**src/u8u16_pkg.sv**
```systemverilog
`timescale 1ns / 1ps

package u8u16_pkg;

  localparam int QDEPTH = 4;
  localparam int QAW    = $clog2(QDEPTH);

  localparam logic [20:0] SUPP_BASE = 21'h10000;
  localparam logic [15:0] HI_SURR   = 16'hD800;
  localparam logic [15:0] LO_SURR   = 16'hDC00;

  // one decoded code point or error, queued for the back end
  typedef struct packed {
    logic        err;
    logic        eos;
    logic [20:0] cp;
  } job_t;

  typedef enum logic {
    PH_FIRST,
    PH_SECOND
  } phase_t;

endpackage

```
**src/u8u16_front.sv**
```systemverilog
`timescale 1ns / 1ps

module u8u16_front (
  input  logic               clk,
  input  logic               rst,
  input  logic               accept,
  input  logic [7:0]         in_byte,
  input  logic               in_eos,
  output logic               push,
  output u8u16_pkg::job_t    push_job
);

  logic [20:0] pcp, pcp_next;
  logic [1:0]  rem, rem_next;
  logic        disc, disc_next;
  logic [20:0] shifted;
  logic [1:0]  rem_dec;

  assign shifted = {pcp[14:0], in_byte[5:0]};
  assign rem_dec = rem - 2'd1;

  always_comb begin
    pcp_next      = pcp;
    rem_next      = rem;
    disc_next     = disc;
    push          = 1'b0;
    push_job.err  = 1'b0;
    push_job.eos  = in_eos;
    push_job.cp   = 21'd0;
    if (accept) begin
      if (disc) begin
        if (in_eos) begin
          disc_next = 1'b0;
        end
      end else if (rem != 2'd0) begin
        pcp_next = shifted;
        rem_next = rem_dec;
        if (rem_dec == 2'd0) begin
          push        = 1'b1;
          push_job.cp = shifted;
          pcp_next    = 21'd0;
        end else if (in_eos) begin
          push         = 1'b1;
          push_job.err = 1'b1;
          pcp_next     = 21'd0;
          rem_next     = 2'd0;
        end
      end else begin
        priority if (!in_byte[7]) begin
          push        = 1'b1;
          push_job.cp = {13'd0, in_byte};
        end else if (in_byte[7:5] == 3'b110 || in_byte[7:4] == 4'b1110
                     || in_byte[7:3] == 5'b11110) begin
          if (in_eos) begin
            push         = 1'b1;
            push_job.err = 1'b1;
          end else if (in_byte[7:5] == 3'b110) begin
            pcp_next = {16'd0, in_byte[4:0]};
            rem_next = 2'd1;
          end else if (in_byte[7:4] == 4'b1110) begin
            pcp_next = {17'd0, in_byte[3:0]};
            rem_next = 2'd2;
          end else begin
            pcp_next = {18'd0, in_byte[2:0]};
            rem_next = 2'd3;
          end
        end else begin
          push         = 1'b1;
          push_job.err = 1'b1;
          disc_next    = !in_eos;
        end
      end
    end
  end

  always_ff @(posedge clk) begin
    if (rst) begin
      pcp  <= 21'd0;
      rem  <= 2'd0;
      disc <= 1'b0;
    end else begin
      pcp  <= pcp_next;
      rem  <= rem_next;
      disc <= disc_next;
    end
  end

endmodule

```
**src/u8u16_queue.sv**
```systemverilog
`timescale 1ns / 1ps

module u8u16_queue (
  input  logic            clk,
  input  logic            rst,
  input  logic            push,
  input  u8u16_pkg::job_t push_job,
  output logic            full,
  input  logic            pop,
  output logic            head_valid,
  output u8u16_pkg::job_t head_job
);

  u8u16_pkg::job_t mem [u8u16_pkg::QDEPTH];
  logic [u8u16_pkg::QAW-1:0] wr_ptr, rd_ptr;
  logic [u8u16_pkg::QAW:0]   count;
  logic                      do_push, do_pop;

  assign full       = (count == (u8u16_pkg::QAW+1)'(u8u16_pkg::QDEPTH));
  assign head_valid = (count != '0);
  assign head_job   = mem[rd_ptr];
  assign do_push    = push && !full;
  assign do_pop     = pop && head_valid;

  always_ff @(posedge clk) begin
    if (do_push) begin
      mem[wr_ptr] <= push_job;
    end
  end

  always_ff @(posedge clk) begin
    if (rst) begin
      wr_ptr <= '0;
      rd_ptr <= '0;
      count  <= '0;
    end else begin
      if (do_push) begin
        wr_ptr <= wr_ptr + 1'b1;
      end
      if (do_pop) begin
        rd_ptr <= rd_ptr + 1'b1;
      end
      unique case ({do_push, do_pop})
        2'b10:   count <= count + 1'b1;
        2'b01:   count <= count - 1'b1;
        default: count <= count;
      endcase
    end
  end

endmodule

```
**src/u8u16_back.sv**
```systemverilog
`timescale 1ns / 1ps

module u8u16_back (
  input  logic            clk,
  input  logic            rst,
  input  logic            head_valid,
  input  u8u16_pkg::job_t head_job,
  output logic            pop,
  output logic            out_valid,
  input  logic            out_ready,
  output logic [15:0]     out_unit,
  output logic            out_err,
  output logic            out_last,
  output logic            out_done
);

  u8u16_pkg::phase_t phase, phase_next;
  logic        load;
  logic        is_pair;
  logic [20:0] sub;
  logic [15:0] unit_d;
  logic        last_d, done_d;

  assign load    = head_valid && (!out_valid || out_ready);
  assign is_pair = !head_job.err && (head_job.cp[20:16] != 5'd0);
  assign sub     = head_job.cp - u8u16_pkg::SUPP_BASE;

  always_comb begin
    phase_next = phase;
    if (load && is_pair) begin
      unique case (phase)
        u8u16_pkg::PH_FIRST:  phase_next = u8u16_pkg::PH_SECOND;
        u8u16_pkg::PH_SECOND: phase_next = u8u16_pkg::PH_FIRST;
        default:              phase_next = u8u16_pkg::PH_FIRST;
      endcase
    end
  end

  always_comb begin
    unit_d = head_job.cp[15:0];
    last_d = 1'b1;
    done_d = head_job.eos;
    pop    = load;
    if (head_job.err) begin
      unit_d = 16'd0;
    end else if (is_pair) begin
      unique case (phase)
        u8u16_pkg::PH_FIRST: begin
          unit_d = u8u16_pkg::HI_SURR + {5'd0, sub[20:10]};
          last_d = 1'b0;
          done_d = 1'b0;
          pop    = 1'b0;
        end
        default: begin
          unit_d = u8u16_pkg::LO_SURR | {6'd0, sub[9:0]};
        end
      endcase
    end
  end

  always_ff @(posedge clk) begin
    if (rst) begin
      phase     <= u8u16_pkg::PH_FIRST;
      out_valid <= 1'b0;
    end else begin
      phase <= phase_next;
      if (load) begin
        out_valid <= 1'b1;
      end else if (out_ready) begin
        out_valid <= 1'b0;
      end
    end
  end

  always_ff @(posedge clk) begin
    if (load) begin
      out_unit <= unit_d;
      out_err  <= head_job.err;
      out_last <= last_d;
      out_done <= done_d;
    end
  end

endmodule

```
**src/utf8_to_utf16_converter.sv**
```systemverilog
`timescale 1ns / 1ps

// channel  dir  tdata              tuser                    tlast
// s_axis   in   [7:0] input_byte   -                        end_of_string
// m_axis   out  [15:0] code_unit   [0] error [1] string_done last_of_run
//
// One byte per cycle in while the job queue has room; one result per cycle out while
// jobs are queued and m_tready is high, so a code point that makes a surrogate pair
// gives two results in the back end. Decode is combinational and the job is written
// into the queue at the accepting edge; the back end then registers the result from
// the queue head, and a pair's low unit follows its high unit. Reset clears the decode
// state, the four-entry job queue and the output valid flag. The input stalls only when
// the job queue is full; the output register holds a waiting result and is refilled only as it is taken.

module utf8_to_utf16_converter (
  input  logic        clk,
  input  logic        rst,
  input  logic        s_tvalid,
  output logic        s_tready,
  input  logic [7:0]  s_tdata,   // [7:0] input_byte
  input  logic        s_tlast,
  output logic        m_tvalid,
  input  logic        m_tready,
  output logic [15:0] m_tdata,   // [15:0] code_unit
  output logic [1:0]  m_tuser,   // [0] error, [1] string_done
  output logic        m_tlast
);

  logic            full, push, pop, head_valid, accept;
  u8u16_pkg::job_t push_job, head_job;

  assign s_tready = !full;
  assign accept   = s_tvalid && s_tready;

  u8u16_front u_front (
    .clk      (clk),
    .rst      (rst),
    .accept   (accept),
    .in_byte  (s_tdata),
    .in_eos   (s_tlast),
    .push     (push),
    .push_job (push_job)
  );

  u8u16_queue u_queue (
    .clk        (clk),
    .rst        (rst),
    .push       (push),
    .push_job   (push_job),
    .full       (full),
    .pop        (pop),
    .head_valid (head_valid),
    .head_job   (head_job)
  );

  u8u16_back u_back (
    .clk        (clk),
    .rst        (rst),
    .head_valid (head_valid),
    .head_job   (head_job),
    .pop        (pop),
    .out_valid  (m_tvalid),
    .out_ready  (m_tready),
    .out_unit   (m_tdata),
    .out_err    (m_tuser[0]),
    .out_last   (m_tlast),
    .out_done   (m_tuser[1])
  );

  a_err_zero: assert property (@(posedge clk) disable iff (rst)
    m_tvalid && m_tuser[0] |-> m_tdata == 16'd0)
    else $error("error result with nonzero code unit");

  a_err_last: assert property (@(posedge clk) disable iff (rst)
    m_tvalid && m_tuser[0] |-> m_tlast)
    else $error("error result not last of run");

  a_done_last: assert property (@(posedge clk) disable iff (rst)
    m_tvalid && m_tuser[1] |-> m_tlast)
    else $error("string_done without last_of_run");

  a_high_surr: assert property (@(posedge clk) disable iff (rst)
    m_tvalid && !m_tlast |-> m_tdata[15:11] == 5'b11011)
    else $error("first unit of a pair is not a high surrogate");

endmodule
```
**config.mk**
```make
export PLATFORM = sky130hd
export DESIGN_NAME = utf8_to_utf16_converter
export DESIGN_NICKNAME = d
export VERILOG_FILES = /design/src/u8u16_pkg.sv /design/src/u8u16_front.sv /design/src/u8u16_queue.sv /design/src/u8u16_back.sv /design/src/utf8_to_utf16_converter.sv
export SDC_FILE = /design/constraint.sdc
export NUM_CORES = 1
export LEC_CHECK = 0
export BUFFER_PORTS_ARGS = -buffer_cell sky130_fd_sc_hd__buf_2
export CORE_ASPECT_RATIO = 1.75
export CORE_MARGIN = 2
export CORE_UTILIZATION = 60
export DETAILED_ROUTE_END_ITERATION = 6
export GPL_TIMING_DRIVEN = 0
export HOLD_SLACK_MARGIN = 0.05
export PLACE_DENSITY = 0.8
export SLEW_MARGIN = 20
export SYNTH_ARGS = -nofsm -noshare
export SYNTH_HDL_FRONTEND = slang
export SYNTH_SLANG_ARGS = --single-unit
```
**constraint.sdc**
```tcl
create_clock -name clk -period 4.9 [get_ports clk]
set_input_delay 0.98 -clock clk [delete_from_list [all_inputs] [get_ports clk]]
set_output_delay 0.98 -clock clk [all_outputs]
set_load 0.01 [all_outputs]
```
After elaboration in Yosys (flattened, before gate mapping)
Memory sizes are Yosys's and may differ from the RTL's. A register that Yosys moved wholly into a read port is not among the register bits.
Cells that the tools add are included.
{"block": "classes", "add_sub_neg": 7, "eq_ne": 7, "mux": 55, "bitwise_logic": 3, "n_reduce_logical": 23}
{"operator": "$mux 15", "n": 7}
{"operator": "$mux 21", "n": 4}
{"operator": "$mux 16", "n": 2}
{"operator": "$mux 1", "n": 29}
{"operator": "$sub 21x17->21 const B", "n": 1}
{"operator": "$mux 2", "n": 9}
{"operator": "$add 15x12->16 const A", "n": 1}
{"operator": "$reduce_bool 2->1", "n": 5}
{"operator": "$mux 7", "n": 1}
{"operator": "$eq 3x3->1 const B", "n": 2}
{"operator": "$logic_and 1x1->1", "n": 6}
{"operator": "$pmux 3 s2", "n": 1}
{"operator": "$eq 5x5->1 const B", "n": 1}
{"operator": "$reduce_and 5->1", "n": 1}
{"operator": "$reduce_bool 5->1", "n": 1}
{"operator": "$add 2x1->2 const B", "n": 2}
{"operator": "$eq 4x4->1 const B", "n": 1}
{"operator": "$logic_not 1->1", "n": 4}
{"operator": "$mux 4", "n": 1}
{"operator": "$add 3x1->3 const B", "n": 1}
{"operator": "$logic_or 1x1->1", "n": 3}
{"operator": "$not 1->1", "n": 3}
{"operator": "$reduce_bool 3->1", "n": 1}
{"operator": "$sub 3x1->3 const B", "n": 1}
{"operator": "other kinds (7)", "n": 7}
{"block": "totals", "reg_bits": 46, "ram_bits": 92, "inputBits": 13, "output_inout_bits": 21, "wordCells": 108, "n_memories": 1}
{"name": "u_queue.mem", "words": 4, "width": 23, "read_ports": 1, "rd_clocked_by_memory_dff": 1, "wr": 1, "line": "u8u16_queue.sv:14", "text": "u8u16_pkg::job_t mem [u8u16_pkg::QDEPTH];"}

Longest topological paths before layout
{"block": "logic_depth", "ltp_word": 11, "ltp_mapped": 15, "depth_no_buf": 12}

Cells and area by module
A second synthesis with hierarchy kept.
{"block": "unflattened", "hier_cells": 396, "hier_area_um2": 5891.9}
{"module": "u8u16_queue", "instances": 1, "cells_per_inst": 172, "area_per_inst_um2": 3828.7, "seq_area_each_um2": 2942.8}
{"module": "u8u16_front", "instances": 1, "cells_per_inst": 136, "area_per_inst_um2": 1079.8, "seq_area_each_um2": 360.3}
{"module": "u8u16_back", "instances": 1, "cells_per_inst": 86, "area_per_inst_um2": 973.4, "seq_area_each_um2": 610.6}
{"module": "utf8_to_utf16_converter", "instances": 1, "cells_per_inst": 2, "area_per_inst_um2": 10.0, "seq_area_each_um2": 0.0}

Worst setup path before layout
OpenSTA, ideal clock, no wires.
{"block": "synth_timing", "path_kind": "register -> register", "startpoint": "register with a tool-made name", "endpoint": "register u_queue.count[2] in the netlist's numbering", "setup_time_ns": 0.071, "t_arrival_ns": 3.449, "required_ns": 4.829, "setup_slack_ns": 1.381, "stages_incl_launch_ff": 16, "path_buffers": 3, "period_less_slack_ns": 3.519, "path_cell_list": "dfxtp_1 buf_6 buf_2 mux4_2 inv_1 ha_1 inv_1 o41a_1 buf_6 a21oi_4 ha_1 inv_1 fa_1 xor2_1 or3_1 a21oi_1"}
{"item": "end signal: assignment", "line": "u8u16_queue.sv:44", "text": "2'b10: count <= count + 1'b1;"}
{"item": "end signal: assignment", "line": "u8u16_queue.sv:45", "text": "2'b01: count <= count - 1'b1;"}
{"item": "end signal: assignment", "line": "u8u16_queue.sv:46", "text": "default: count <= count;"}
{"item": "end: declaration", "line": "u8u16_queue.sv:16", "text": "logic [u8u16_pkg::QAW:0] count;"}

==> results.md <==
- For this run the aggregate overflow at the end of global routing stands at 0.
- The detailed router's first-iteration violation count is 194.
- The cell count after synthesis came out at 398.
- After synthesis the cells add up to 0.00586 mm^2.
- The growth of design area from synthesis to finish is 15.7%.
- For this run, the leading register cell type out of synthesis is sky130_fd_sc_hd__edfxtp_1.
- In the routed layout, each cell is associated on average with a via count of 5.77.
- The combined global-route utilization of all metal layers is 0.227.
- The clock passes through at most 2 buffers.
- The maximum number of pins on one net before global-route repair is 24.
- In the synthesized netlist, the cells that appear most often are sky130_fd_sc_hd__edfxtp_1 (111), sky130_fd_sc_hd__nand2_1 (40), sky130_fd_sc_hd__dfxtp_1 (29).
- The total clock sinks is 140.
- In the final layout, the share of cells above drive strength 1 is 0.238.
- The routed design has approximately 11 mm of wire.
- The setup slack of the worst register-to-register path is 1010 ps.
- The post-CTS clock slew at the launch and capture registers of the worst setup and hold paths is approximately 60 ps.
- The number of port buffers is 33.
- For this run, design rule violations remaining after detail routing come to 0.
- The initial utilization of the core area, before any placement, comes to 0.619.
- The final worst-path setup slack is 1010 ps.
- The maximum fanout encountered on the critical timing path is 10.
- The minimum setup slack after placement is between 900 and 1000 ps.
- The total number of vias is about 3400.
- The total die area is around 0.011 mm^2.
- STA puts the critical path data required time at between 5000 and 6000 ps.
- STA classifies the critical path startpoint as a flip-flop.
- Setup repair after global routing left no endpoint under its margin.
- The run finished with clean final reports.
- Routability-driven placement finished with a final weighted congestion of 0.819.
- The number of distinct library cell variants in the gate-level netlist after synthesis is between 50 and 60.
- Timing would allow up to 257 MHz.
- The total number of H-tree levels is 4.
- The later pin in the worst-skew pair is clocked with a latency of between 400 and 500 ps.
- Yosys attributes the largest share of cell area to sky130_fd_sc_hd__edfxtp_1 (57%), sky130_fd_sc_hd__dfxtp_1 (9.9%), sky130_fd_sc_hd__mux4_2 (8.5%), sky130_fd_sc_hd__mux2i_1 (3.2%), sky130_fd_sc_hd__and2_1 (2.7%).
- Counting flops with an async set or reset pin after synthesis yields a share of 0.
- During synthesis, Yosys emitted a total of 0 warnings.
- The cell sitting at the root of the clock tree is a sky130_fd_sc_hd__clkbuf_16.
- The fraction of synthesized cell area taken by the top area cell type is 0.569.
- Across all hold checks on the routed design, the worst slack comes to 464 ps.
- For this run, the register share of the synthesized area comes to 0.668.
- The worst-case IR drop observed on VDD is 0.000335 V.
- The die is 135 um tall.
- The count of pins over their slew limit is 0.
- The die is 78.7 um wide.
- The first global-routing pass estimated approximately 18 mm of wire.
- In this run, CTS created clock tree buffers numbering 17.
- The worst hold path belongs to the class flip-flop to flip-flop.
- Gates resized during post-CTS repair numbered 0.
- STA classifies the critical path endpoint as a flip-flop.
- In this run the tightest slew margin relative to its limit is 0.414.
- The synthesized design spends more area on one cell type than any other, namely sky130_fd_sc_hd__edfxtp_1.
- Max-cap violations in this run came to 0.
- The net count of the mapped netlist is 420.
- A synthesized cell averages 14.7 um^2.
- The number of placement rows is 47.
- The shortest period the worst path allows is 3890 ps.
- In this run the remaining antenna-violating nets after routing total 0.
- The final-report hold violation count is 0.
- For this design the ratio of total power to cell area is 591 mW/mm^2.
- The transition time of the tightest slew-check pin is 871 ps.
- Summed over all nets, the half-perimeter wirelength after detailed placement is 7.34 mm.
- Post-CTS timing repair inserted 0 buffers for setup.
- The most common cell in the netlist is sky130_fd_sc_hd__edfxtp_1.
- At the worst endpoint, the arrival time is 4230 ps.
- The final worst-path cycle share is 0.794.
- The flip-flop and latch count after synthesis is between 100 and 150.
- The count of fill cells added during filler insertion is roughly 600.
- For the final database, setup skew stands at ~7.5 ps.
- At the end of the flow, the number of nets in the layout was 472.
- Setup violations remaining at the end of the flow were counted as 0.
- The first detailed-routing pass took 5 iterations.
- For the final routed database, the setup TNS stands at 0 ps.
- The number of global-route vias before repair is 3536.
- The number of antenna diodes in the final layout is 0.
- Dividing the detail-routed wire length by the instance count gives about 18 um.
- The leakage power of the design is 2.50 nW.
- Measured on the finished design, the core utilization comes to 0.716.
- The hold-fix buffer count after cts is 0.
- The I/O pin total is 34.
- The count of flip-flops with a built-in enable after synthesis is ~110.
- The TritonCTS clock tree is built.
- The category of the critical setup timing path is flip-flop to flip-flop.
- The area of the core is 0.00947 mm^2.
- The number of antenna violations at the first check in global routing is 0.
[worst max-delay path: stages (launching register included)]
cell and delay [ps]:
sky130_fd_sc_hd__dfxtp_1 300, sky130_fd_sc_hd__clkbuf_1 330, sky130_fd_sc_hd__buf_2 350, sky130_fd_sc_hd__mux4_2 380, sky130_fd_sc_hd__inv_1 80, sky130_fd_sc_hd__ha_1 170, sky130_fd_sc_hd__inv_1 90, sky130_fd_sc_hd__o41a_1 450
sky130_fd_sc_hd__buf_6 160, sky130_fd_sc_hd__a21oi_4 190, sky130_fd_sc_hd__ha_1 210, sky130_fd_sc_hd__inv_1 70, sky130_fd_sc_hd__fa_1 420, sky130_fd_sc_hd__xor2_1 160, sky130_fd_sc_hd__or3_1 310, sky130_fd_sc_hd__a21oi_1 140
[area by class of cell]
| type | count | area (um^2) | share of cell area |
|---|---|---|---|
| multi-input combinational | 217 | 1770 | 0.261 |
| clock inverter | 15 | 164 | 0.0242 |
| timing repair buffer | 33 | 165 | 0.0244 |
| sequential | 140 | 3910 | 0.577 |
| clock buffer | 17 | 425 | 0.0627 |
| inverter | 19 | 71.3 | 0.0105 |
| tap | 122 | 153 | 0.0225 |
| buffer | 22 | 116 | 0.0172 |
[registers in the layout (all words and copies together) (netlist names), named ones only]
| register | cells |
|---|---|
| u_queue.wr_ptr | 2 |
| u_back.out_unit | 16 |
| u_front.pcp | 15 |
| u_back.out_valid | 1 |
| u_front.disc | 1 |
| u_queue.count | 3 |
| u_back.out_err | 1 |
| u_back.out_done | 1 |
| u_back.phase | 1 |
| u_front.rem | 2 |
| u_back.out_last | 1 |
| u_queue.mem | 92 |
| u_queue.rd_ptr | 2 |
[placed cells by master, fill, tap and decap left out, types with 5 or more instances in the layout]
| cell | count |
|---|---|
| sky130_fd_sc_hd__edfxtp_1 | 111 |
| sky130_fd_sc_hd__nand2_1 | 40 |
| sky130_fd_sc_hd__buf_2 | 39 |
| sky130_fd_sc_hd__dfxtp_1 | 29 |
| sky130_fd_sc_hd__nor2_1 | 23 |
| sky130_fd_sc_hd__mux4_2 | 22 |
| sky130_fd_sc_hd__and2_1 | 21 |
| sky130_fd_sc_hd__mux2i_1 | 19 |
| sky130_fd_sc_hd__inv_1 | 19 |
| sky130_fd_sc_hd__clkbuf_16 | 17 |
| sky130_fd_sc_hd__clkbuf_1 | 10 |
| sky130_fd_sc_hd__nand3_1 | 9 |
| sky130_fd_sc_hd__a21oi_1 | 8 |
| sky130_fd_sc_hd__ha_1 | 8 |
| sky130_fd_sc_hd__o21ai_0 | 6 |
| sky130_fd_sc_hd__o21ai_1 | 5 |
| sky130_fd_sc_hd__inv_6 | 5 |
[routing by layer]
metal	vias up	global-route usage	wire, um
met5	-	0	0
met2	82	0.377	5810
li1	1584	-	-
met3	23	0.0648	390
met1	1685	0.262	4080
met4	0	0.125	318
[logic make-up (layout without fill, tap and decap cells)]
kind of cell             after synthesis  after routing  share of synthesized area
AO/OA/AOI/OAI                         39             39                     0.0459
buffers and inverters                 41            106                     0.0320
flip-flops                           140            140                      0.668
adder cells (fa/ha/maj)                9              9                     0.0205
multiplexers                          48             48                      0.130
AND/OR/NAND/NOR                      118            118                     0.0990
XOR/XNOR                               3              3                    0.00448
[through the flow]
stage	std cells	cell area [um^2]	power (mW)
CTS	585	6780	4.03
finish	585	6780	4.00
detailed placement	553	6190	2.78
global placement	553	6180	2.74
floorplan	398	5860	2.47
global route	585	6780	4.21
[power by group]
part           internal [mW]  switching [mW]  total (mW)
registers               1.58          0.0678        1.65
clock network          0.756           0.497        1.25
logic                  0.457           0.643        1.10
total                   2.80            1.21        4.00
[worst paths after layout]
| check | start | end | depth (start not counted) |
|---|---|---|---|
| min | u_front.pcp[14] | u_front.pcp[14] | 2 |
| min reg2reg | u_front.pcp[14] | u_front.pcp[14] | 2 |
| max reg2reg | flip-flop | u_queue.count[2] | 15 |
| max | flip-flop | u_queue.count[2] | 15 |
(Power assumes the default switching activity.)
